## config.mk

```make
export PLATFORM = sky130hd
export DESIGN_NAME = ia32t_cell
export DESIGN_NICKNAME = d
export VERILOG_FILES = /design/src/sv/ia32t_pkg.sv /design/src/sv/ia32t_cell.sv
export SDC_FILE = /design/constraint.sdc
export NUM_CORES = 1
export LEC_CHECK = 0
export BUFFER_PORTS_ARGS = -buffer_cell sky130_fd_sc_hd__buf_2
export CORE_MARGIN = 3
export CORE_UTILIZATION = 40
export DETAILED_ROUTE_END_ITERATION = 10
export PLACE_DENSITY = 0.78
export SYNTH_ARGS = -nofsm -noshare
export SYNTH_HDL_FRONTEND = slang
export SYNTH_SLANG_ARGS = --single-unit
```

## constraint.sdc

```tcl
create_clock -name i_clk -period 4.3 [get_ports i_clk]
set_input_delay 0.86 -clock i_clk [delete_from_list [all_inputs] [get_ports i_clk]]
set_output_delay 0.86 -clock i_clk [all_outputs]
set_load 0.005 [all_outputs]
```

## src/sv/ia32t_pkg.sv

```systemverilog
// Shared types and constants for the 32-bit ALU with fault codes.
`default_nettype none
package ia32t_pkg;

    localparam int unsigned XLEN = 32;

    typedef enum logic [3:0] {
        OP_ADD = 4'd0,  OP_SUB = 4'd1,  OP_MUL = 4'd2,  OP_DIV = 4'd3,
        OP_REM = 4'd4,  OP_AND = 4'd5,  OP_OR  = 4'd6,  OP_XOR = 4'd7,
        OP_SHL = 4'd8,  OP_SHR = 4'd9,  OP_EQ  = 4'd10, OP_NE  = 4'd11,
        OP_LT  = 4'd12, OP_GE  = 4'd13, OP_GT  = 4'd14, OP_LE  = 4'd15
    } t_op;

    typedef enum logic [1:0] {
        FLT_NONE   = 2'd0,
        FLT_DIVZ   = 2'd1,
        FLT_OVFL   = 2'd2,
        FLT_UNUSED = 2'd3
    } t_fault;

    localparam logic [XLEN-1:0] INT_MIN = 32'h8000_0000;
    localparam logic [4:0]      SHAMT_MASK = 5'h1f;

    typedef struct packed {
        logic [3:0]         req_type;
        logic signed [31:0] operand_x;
        logic signed [31:0] operand_y;
    } t_req;

    typedef struct packed {
        logic signed [31:0] value;
        logic               branch_taken;
        logic [1:0]         fault;
    } t_rsp;

    // State carried by one divider cell to the next.
    typedef struct packed {
        logic              vld;
        logic [XLEN-1:0]   rem;     // partial remainder (magnitude)
        logic [XLEN-1:0]   quo;     // dividend bits shifting out, quotient in
        logic [XLEN-1:0]   dvs;     // divisor magnitude
        logic              neg_q;
        logic              neg_r;
        logic              is_div;
        logic [1:0]        fault;
        logic [31:0]       value;   // bypassed result for non-divide ops
        logic              taken;
        logic              use_div;
    } t_cell;

endpackage
`default_nettype wire

```

## src/sv/ia32t_cell.sv

```systemverilog
// One restoring-division step cell; also carries bypassed results along the row.
`default_nettype none
module ia32t_cell
    import ia32t_pkg::*;
(
    input  wire logic  i_clk,
    input  wire logic  i_rst_n,
    input  wire logic  i_adv,
    input  wire t_cell i_c,
    output t_cell      o_c
);
    t_cell r_c;
    t_cell n_c;
    logic [XLEN:0] w_trial;
    logic [XLEN:0] w_diff;

    always_comb begin
        n_c = i_c;
        w_trial = {i_c.rem, i_c.quo[XLEN-1]};
        w_diff = w_trial - {1'b0, i_c.dvs};
        n_c.quo = {i_c.quo[XLEN-2:0], ~w_diff[XLEN]};
        n_c.rem = w_diff[XLEN] ? w_trial[XLEN-1:0] : w_diff[XLEN-1:0];
    end

    always_ff @(posedge i_clk) begin
        if (!i_rst_n) begin
            r_c.vld <= 1'b0;
        end else if (i_adv) begin
            r_c.vld <= n_c.vld;
        end
        if (i_adv) begin
            r_c.rem <= n_c.rem;     r_c.quo <= n_c.quo;
            r_c.dvs <= n_c.dvs;     r_c.neg_q <= n_c.neg_q;
            r_c.neg_r <= n_c.neg_r; r_c.is_div <= n_c.is_div;
            r_c.fault <= n_c.fault; r_c.value <= n_c.value;
            r_c.taken <= n_c.taken; r_c.use_div <= n_c.use_div;
        end
    end

    assign o_c = r_c;
endmodule
`default_nettype wire

```

# [After elaboration in Yosys (flattened, before gate mapping)]
# Index checks and enable logic that the tools add are counted.
[totals] register_bits=136 input_bits=139 output_inout_bits=136
[op_classes] addsub=1 n_mux=1 bitwise=1
[ops] operator="$sub A33 B32 Y33" n=1
[ops] operator="$mux W32" n=1
[ops] operator="$not A1 Y1" n=1

# [Logic depth before layout (Yosys ltp)]
# Gate-level depths: netlist (run 1).
[depth] depth_word=2 ltp_mapped=12 depth_no_buf=11

# [Worst setup path after synthesis (run 1)]
# Ideal clock, no wire load.
[synth_path] path_kind="input-to-reg" from="input port i_c[102] (netlist name)" to="register r_c (netlist bit o_c[107]), data pin" setup_ps=260 arrival_time_ps=3117 required_time_ps=4040 path_slack_ps=923 cell_stages=12 cell_sequence="inv_1 -> ha_1 -> fa_1 -> nand2b_1 -> a21oi_1 -> o211ai_1 -> a21oi_1 -> o31a_2 -> mux2i_1 -> nor2_2 -> buf_6 -> mux2_4"
[synth_rtl] item="start, declared" line_no="ia32t_cell.sv:9" source="input wire t_cell i_c,"
[synth_rtl] item="end, declared" line_no="ia32t_cell.sv:12" source="t_cell r_c;"

==> results of run 1 <==
==> final timing paths <==
check,to,slack (ns),cells past startpoint
worst max-delay path,o_c[105],0.77,12
worst max register to register,o_c[135],3.71,2
worst min register to register,o_c[135],0.52,2
worst min-delay path,o_c[135],0.52,2
==> per-layer routing <==
metal  routed length [um]  GRT usage  vias up
met1                 6980      0.226     2349
met5                   41          0        -
met4                  580     0.0764        6
li1                     -          -     2388
met2                 8890      0.328      213
met3                 1730     0.0743       44
==> cell usage in the layout (no fill, tap or decap), types with 3 or more instances in the layout <==
| cell type | synthesis | routed |
|---|---|---|
| a211oi_1 | 3 | 3 |
| a21bo_2 | 3 | 3 |
| a21o_1 | 18 | 18 |
| a21oi_1 | 38 | 38 |
| and2_1 | 3 | 3 |
| and3_1 | 4 | 4 |
| and4_1 | 3 | 3 |
| buf_2 | 1 | 273 |
| clkbuf_16 | 0 | 17 |
| clkinv_4 | 0 | 4 |
| edfxtp_1 | 135 | 135 |
| ha_1 | 32 | 32 |
| inv_1 | 38 | 38 |
| inv_6 | 0 | 4 |
| inv_8 | 0 | 3 |
| mux2_2 | 3 | 3 |
| mux2_4 | 25 | 25 |
| mux2i_1 | 6 | 6 |
| nand2_1 | 27 | 27 |
| nand2b_1 | 8 | 8 |
| nand3_1 | 10 | 10 |
| nand4_1 | 6 | 6 |
| nor2_1 | 18 | 18 |
| nor2b_1 | 6 | 6 |
| nor3_1 | 4 | 4 |
| o211ai_1 | 6 | 6 |
| o21a_1 | 5 | 5 |
| o21ai_0 | 17 | 17 |
| o21bai_1 | 5 | 5 |
| xnor2_1 | 13 | 13 |
| xor2_1 | 10 | 10 |
==> stage by stage <==
| step | hold WS (ns) | cells | power, uW | setup WS, ns | cell area (um2) |
|---|---|---|---|---|---|
| final | 0.522 | 998 | 3800 | 0.765 | 8810 |
| after CTS | 0.528 | 997 | 3840 | 0.785 | 8800 |
| after global placement | 0.493 | 965 | 2370 | 0.467 | 8220 |
| after global routing | 0.571 | 998 | 3960 | 0.621 | 8810 |
| after detailed placement | 0.512 | 965 | 2390 | 0.360 | 8220 |
| after floorplan | 0.507 | 482 | 2070 | 0.923 | 6580 |
==> worst min-delay path: cells and delay by family, from the launching register on <==
family	cells	cell delay [ns]
flops	1	0.31
simple gates	1	0.06
mux	1	0.11
==> power by group through the flow <==
| stage | Combinational (uW) | Sequential [uW] | Clock (uW) |
|---|---|---|---|
| after global routing | 779 | 1660 | 1530 |
| after global placement | 701 | 1670 | 0 |
| after floorplan | 371 | 1690 | 0 |
| after detailed placement | 714 | 1670 | 0 |
| after CTS | 719 | 1650 | 1470 |
| final | 713 | 1650 | 1440 |
==> layout make-up <==
type                    count  area (um2)  share of cell area
clock buffers              17         425              0.0483
flip-flops and latches    136        4070               0.463
clock inverters            15         161              0.0183
well taps                 216         270              0.0307
multi-input cells         297        2300               0.261
diodes                      1        2.50            0.000284
inverters                  38         143              0.0162
repair buffers            278        1430               0.163
==> kinds of logic after synthesis <==
family / after synthesis
buffers and inverters: 49
adder cells (fa/ha/maj): 33
AO/OA/AOI/OAI: 107
flip-flops: 136
XOR/XNOR: 23
multiplexers: 34
AND/OR/NAND/NOR: 100
==> results.py, run 1 <==
metrics = {
    "placed_design": {
        "gp_congestion": 0.912,
        "detailed_place_hpwl_mm": 14.2,
        "numPortBuffers": 274,
    },
    "clock_tree": {
        "htree_num_levels": 4,
        "clkSlewWorstSetupHoldPaths_ns": 0.06,
        "tritoncts.num_buffers": 17,
        "cts_hold_buf": 0,
        "clkSinkCount": 136,
        "clockBufferDepth": 2,
        "postCtsResizedCells": 0,
        "clock_latency_ns": 0.41,
        "cts-root-buf": "clkbuf_16",
        "cts_tree": "yes",
        "cts_setup_buffers": 0,
    },
    "power_and_ir_drop": {
        "irDropWorstVdd_v": 0.000273,
        "swShare": 0.267,
        "p_seq_frac": 0.433,
        "power_frac_comb": 0.188,
        "intPower_uw": 2780,
        "p_per_area_nw_per_um2": 431,
        "leakagePower_uw": 0.00401,
        "p_clk_frac": 0.379,
        "p_switching_uw": 1010,
    },
    "die": {
        "pin_count": 275,
        "die_h_um": 134,
        "initial_utilization": 0.411,
        "core_area_um2": 16000,
        "die_area_um2": 18000,
        "rows": 46,
        "die-width_um": 134,
    },
    "sta": {
        "relSlewSlack": 0.428,
        "max_freq_mhz": 283,
        "skew_ns": 0,
        "worst_pin_slew_ns": 0.859,
        "drv_slew": 0,
        "setup_tns_ns": 0,
        "hold_viol": 0,
        "grt_setup_unrepaired": "false",
        "setup_viol": 0,
        "post-route-min-period_ns": 3.53,
        "fin_crit_sh": 0.822,
    },
    "synth": {
        "synth_area_leader_cell": "edfxtp_1",
        "ys_ff_latch": 136,
        "ys.flop_type": "edfxtp_1",
        "synth_simple_gate_area_share": 0.0787,
        "yosys_warnings": 0,
        "synth_fa_ha_area_frac": 0.0639,
        "netlist.area_leader.share": 0.616,
        "synth_edf_count": 135,
        "synth_area_um2": 6580,
        "synthTopCellsByArea": "edfxtp_1 (62%), ha_1 (6.1%), mux2_4 (5.7%)",
        "synth-xor-area-share": 0.0306,
        "synth-compound-area-share": 0.104,
        "yosysMostFrequentCell": "edfxtp_1",
        "syn_avg_cell_area_um2": 13.7,
        "synth.net_count": 654,
        "muxShareOfSynthArea": 0.0713,
        "synth_cells": 482,
        "synthArstFlopShare": 0,
        "synth_seq_area_share": 0.619,
        "synthTopCellsByCount": "edfxtp_1 (135), a21oi_1 (38), inv_1 (38)",
        "ys_types": 50,
        "synth_top_family_by_area": "compound AO/OA/AOI/OAI gates",
    },
    "grt": {
        "grt_antenna_before_repair": 5,
        "grt_max_degree": 98,
        "grt_pass1_vias": 4808,
        "grt_usage": 0.195,
        "grt_overflow": 0,
        "grt_pass1_wl_mm": 26.7,
    },
    "job": {
        "drv_cap": 0,
    },
    "setup_path": {
        "cp.arrival_ns": 3.70,
        "endpoint_kind": "flop",
        "crit_chain": "buf_2, ha_1, fa_1, nand2b_1, a21oi_1, o211ai_1, a21oi_1, o31a_2, mux2i_1, nor2_4, buf_12, mux2_2",
        "crit_slowest_cell": "fa_1",
        "cp-startpoint": "i_c[39]",
        "rr_startpoint": "o_c[135]",
        "cpPeakStageDelay_ns": 0.41,
        "critPathLaunchType": "primary input",
        "cp.required_ns": 4.46,
        "crit_buf_inv": 2,
        "path_common_cell": "a21oi_1",
        "cp_max_fo": 13,
        "critPathKind": "primary input to flop",
        "crit_family": "compound AO/OA/AOI/OAI gates",
    },
    "drt": {
        "first_iter_violations": 320,
        "via_count": 5000,
        "wl_per_cell_um": 18.3,
        "finalWirelength_mm": 18.2,
        "viasPerCell": 5.01,
        "drc_errors": 0,
        "first_pass_iters": 5,
        "ant_nets": 0,
    },
    "layout": {
        "utilization": 0.550,
        "area.growth.synth_to_final_pct": 33.8,
        "fin_nets": 940,
        "largest_reg_flops": 136,
        "fill_cells": 1395,
        "drive_gt1_frac": 0.440,
    },
    "min_path": {
        "hold_start": "o_c[135]",
        "hp-class": "flop to flop",
    },
    "status": {
        "outcome": "completed",
    },
}
Note: power is estimated with default switching activity, not from simulation.
==> run 2, diff against run 1 <==
--- a/config.mk
+++ b/config.mk
@@ -9,7 +9,7 @@
 export CORE_MARGIN = 3
 export CORE_UTILIZATION = 40
 export DETAILED_ROUTE_END_ITERATION = 10
-export PLACE_DENSITY = 0.78
+export PLACE_DENSITY = 0.8
 export SYNTH_ARGS = -nofsm -noshare
 export SYNTH_HDL_FRONTEND = slang
 export SYNTH_SLANG_ARGS = --single-unit
==> constraint.sdc (replaced) <==
create_clock -name i_clk -period 3.16 [get_ports i_clk]
set_input_delay 0.632 -clock i_clk [delete_from_list [all_inputs] [get_ports i_clk]]
set_output_delay 0.632 -clock i_clk [all_outputs]
set_load 0.005 [all_outputs]
==> results.py, run 2 (synthesis gave the netlist of run 1 again) <==
metrics = {
    "clock_tree": {
        "clockBufferDepth": 2,
        "clkSlewWorstSetupHoldPaths_ns": 0.06,
        "clock_latency_ns": 0.43,
        "htree_num_levels": 4,
        "cts-root-buf": "clkbuf_16",
        "cts_tree": "yes",
        "clkSinkCount": 136,
        "cts_hold_buf": 0,
        "tritoncts.num_buffers": 17,
    },
    "die": {
        "core_area_um2": 16000,
        "die-width_um": 134,
        "die_area_um2": 18000,
        "initial_utilization": 0.411,
        "pin_count": 275,
        "rows": 46,
        "die_h_um": 134,
    },
    "placed_design": {
        "numPortBuffers": 274,
        "gp_congestion": 0.873,
        "dp.cells": 1014,
        "detailed_place_hpwl_mm": 15.1,
    },
    "sta": {
        "setup_viol": 0,
        "post-route-min-period_ns": 3.05,
        "relSlewSlack": 0.507,
        "worst_pin_slew_ns": 0.740,
        "drv_slew": 0,
        "hold_viol": 0,
        "grt_setup_unrepaired": "false",
        "fin_crit_sh": 0.964,
        "skew_ns": 0,
        "max_freq_mhz": 328,
        "hold_slack_ns": 0.375,
    },
    "power_and_ir_drop": {
        "total_power_uw": 5140,
        "irDropWorstVdd_v": 0.000387,
        "p_per_area_nw_per_um2": 562,
        "leakagePower_uw": 0.00423,
    },
    "setup_path": {
        "cpPeakStageDelay_ns": 0.39,
        "crit_slowest_cell": "fa_1",
        "cp.arrival_ns": 3.22,
        "path_common_cell": "a21oi_1",
        "crit_chain": "buf_2, inv_1, ha_1, fa_1, nand2b_1, a21oi_1, o211ai_1, a21oi_1, o31a_2, mux2i_2, nor2_4, buf_4, mux2_4",
        "cp.required_ns": 3.33,
        "r2r_slack_ns": 2.54,
        "critPathLaunchType": "primary input",
        "endpoint_kind": "flop",
        "cp_max_fo": 6,
        "crit_buf_inv": 3,
        "crit_family": "compound AO/OA/AOI/OAI gates",
        "critPathKind": "primary input to flop",
    },
    "status": {
        "outcome": "completed",
    },
    "drt": {
        "first_iter_violations": 378,
        "ant_nets": 0,
        "drc_errors": 0,
        "finalWirelength_mm": 19.2,
        "first_pass_iters": 4,
        "viasPerCell": 4.93,
        "wl_per_cell_um": 18.3,
        "via_count": 5157,
    },
    "grt": {
        "grt_usage": 0.207,
        "grt_antenna_before_repair": 0,
        "grt_pass1_vias": 5122,
        "grt_max_degree": 79,
        "grt_pass1_wl_mm": 28.0,
        "grt_overflow": 0,
    },
    "layout": {
        "utilization": 0.572,
        "final_common_cell": "buf_2",
        "drive_gt1_frac": 0.475,
        "mostFrequentLayoutCells": "buf_2 (273), edfxtp_1 (135), buf_4 (50)",
        "area.growth.synth_to_final_pct": 38.9,
        "register_area_um2": 4070,
        "instances_no_fill": 1047,
        "fill_cells": 1320,
        "largest_reg_flops": 136,
        "multi_input_area_um2": 2300,
        "fin_nets": 989,
    },
    "job": {
        "drv_cap": 0,
    },
    "min_path": {
        "hp-class": "primary input to flop",
    },
}
==> run 2: changes by cell type in the layout (fill, tap and decap cells not counted) <==
cell        delta
mux2i_1        -1
clkinvlp_4     +2
clkinv_8       -1
mux2i_2        +1
inv_8          -2
clkinv_4       -2
clkbuf_1       +1
clkinv_1       -1
buf_4         +48
bufinv_16      -1
inv_6          +2
buf_12         +1
clkinv_2       +2
==> run 2: final timing paths <==
check / start / endpoint / depth (start not counted)
setup / recovery: i_c[102] / o_c[123] / 13
hold / removal: i_c[24] / o_c[24] / 1
setup reg to reg: o_c[135] / o_c[135] / 2
hold reg to reg: o_c[135] / o_c[135] / 2
==> run 2: metal layers <==
layer	routed length [um]	up-vias	global-route usage	share of wire
met5	0	-	0	0
met4	397	0	0.0645	0.021
met3	1600	25	0.0765	0.083
met2	9660	198	0.361	0.50
met1	7510	2445	0.237	0.39
li1	-	2489	-	-
==> run 2: timing repair <==
action | 4_1_cts | 5_1_grt
resized for setup | 0 | 1
setup endpoints to repair | 0 | 9
buffers inserted | 0 | 0
==> run 2: power breakdown <==
group,total [uW],internal [uW],switching (uW)
Sequential,2240,2200,42.7
Combinational,1060,542,521
Clock,1830,1020,814
==> run 2: layout make-up <==
| type | instances | share of cell area |
|---|---|---|
| diodes | 1 | 0.000274 |
| clock buffers | 18 | 0.0469 |
| clock inverters | 14 | 0.0124 |
| inverters | 38 | 0.0156 |
| multi-input cells | 297 | 0.252 |
| flip-flops and latches | 136 | 0.445 |
| well taps | 216 | 0.0295 |
| repair buffers | 327 | 0.198 |
==> run 2: through the flow <==
step | cell area [um2] | setup WS [ns] | setup TNS [ns]
floorplan | 6580 | 0.0110 | 0
global placement | 8600 | -0.258 | -6.94
finish | 9150 | 0.114 | 0
CTS | 9140 | 0.111 | 0
detailed placement | 8600 | -0.325 | -8.74
global route | 9150 | 0.0243 | 0
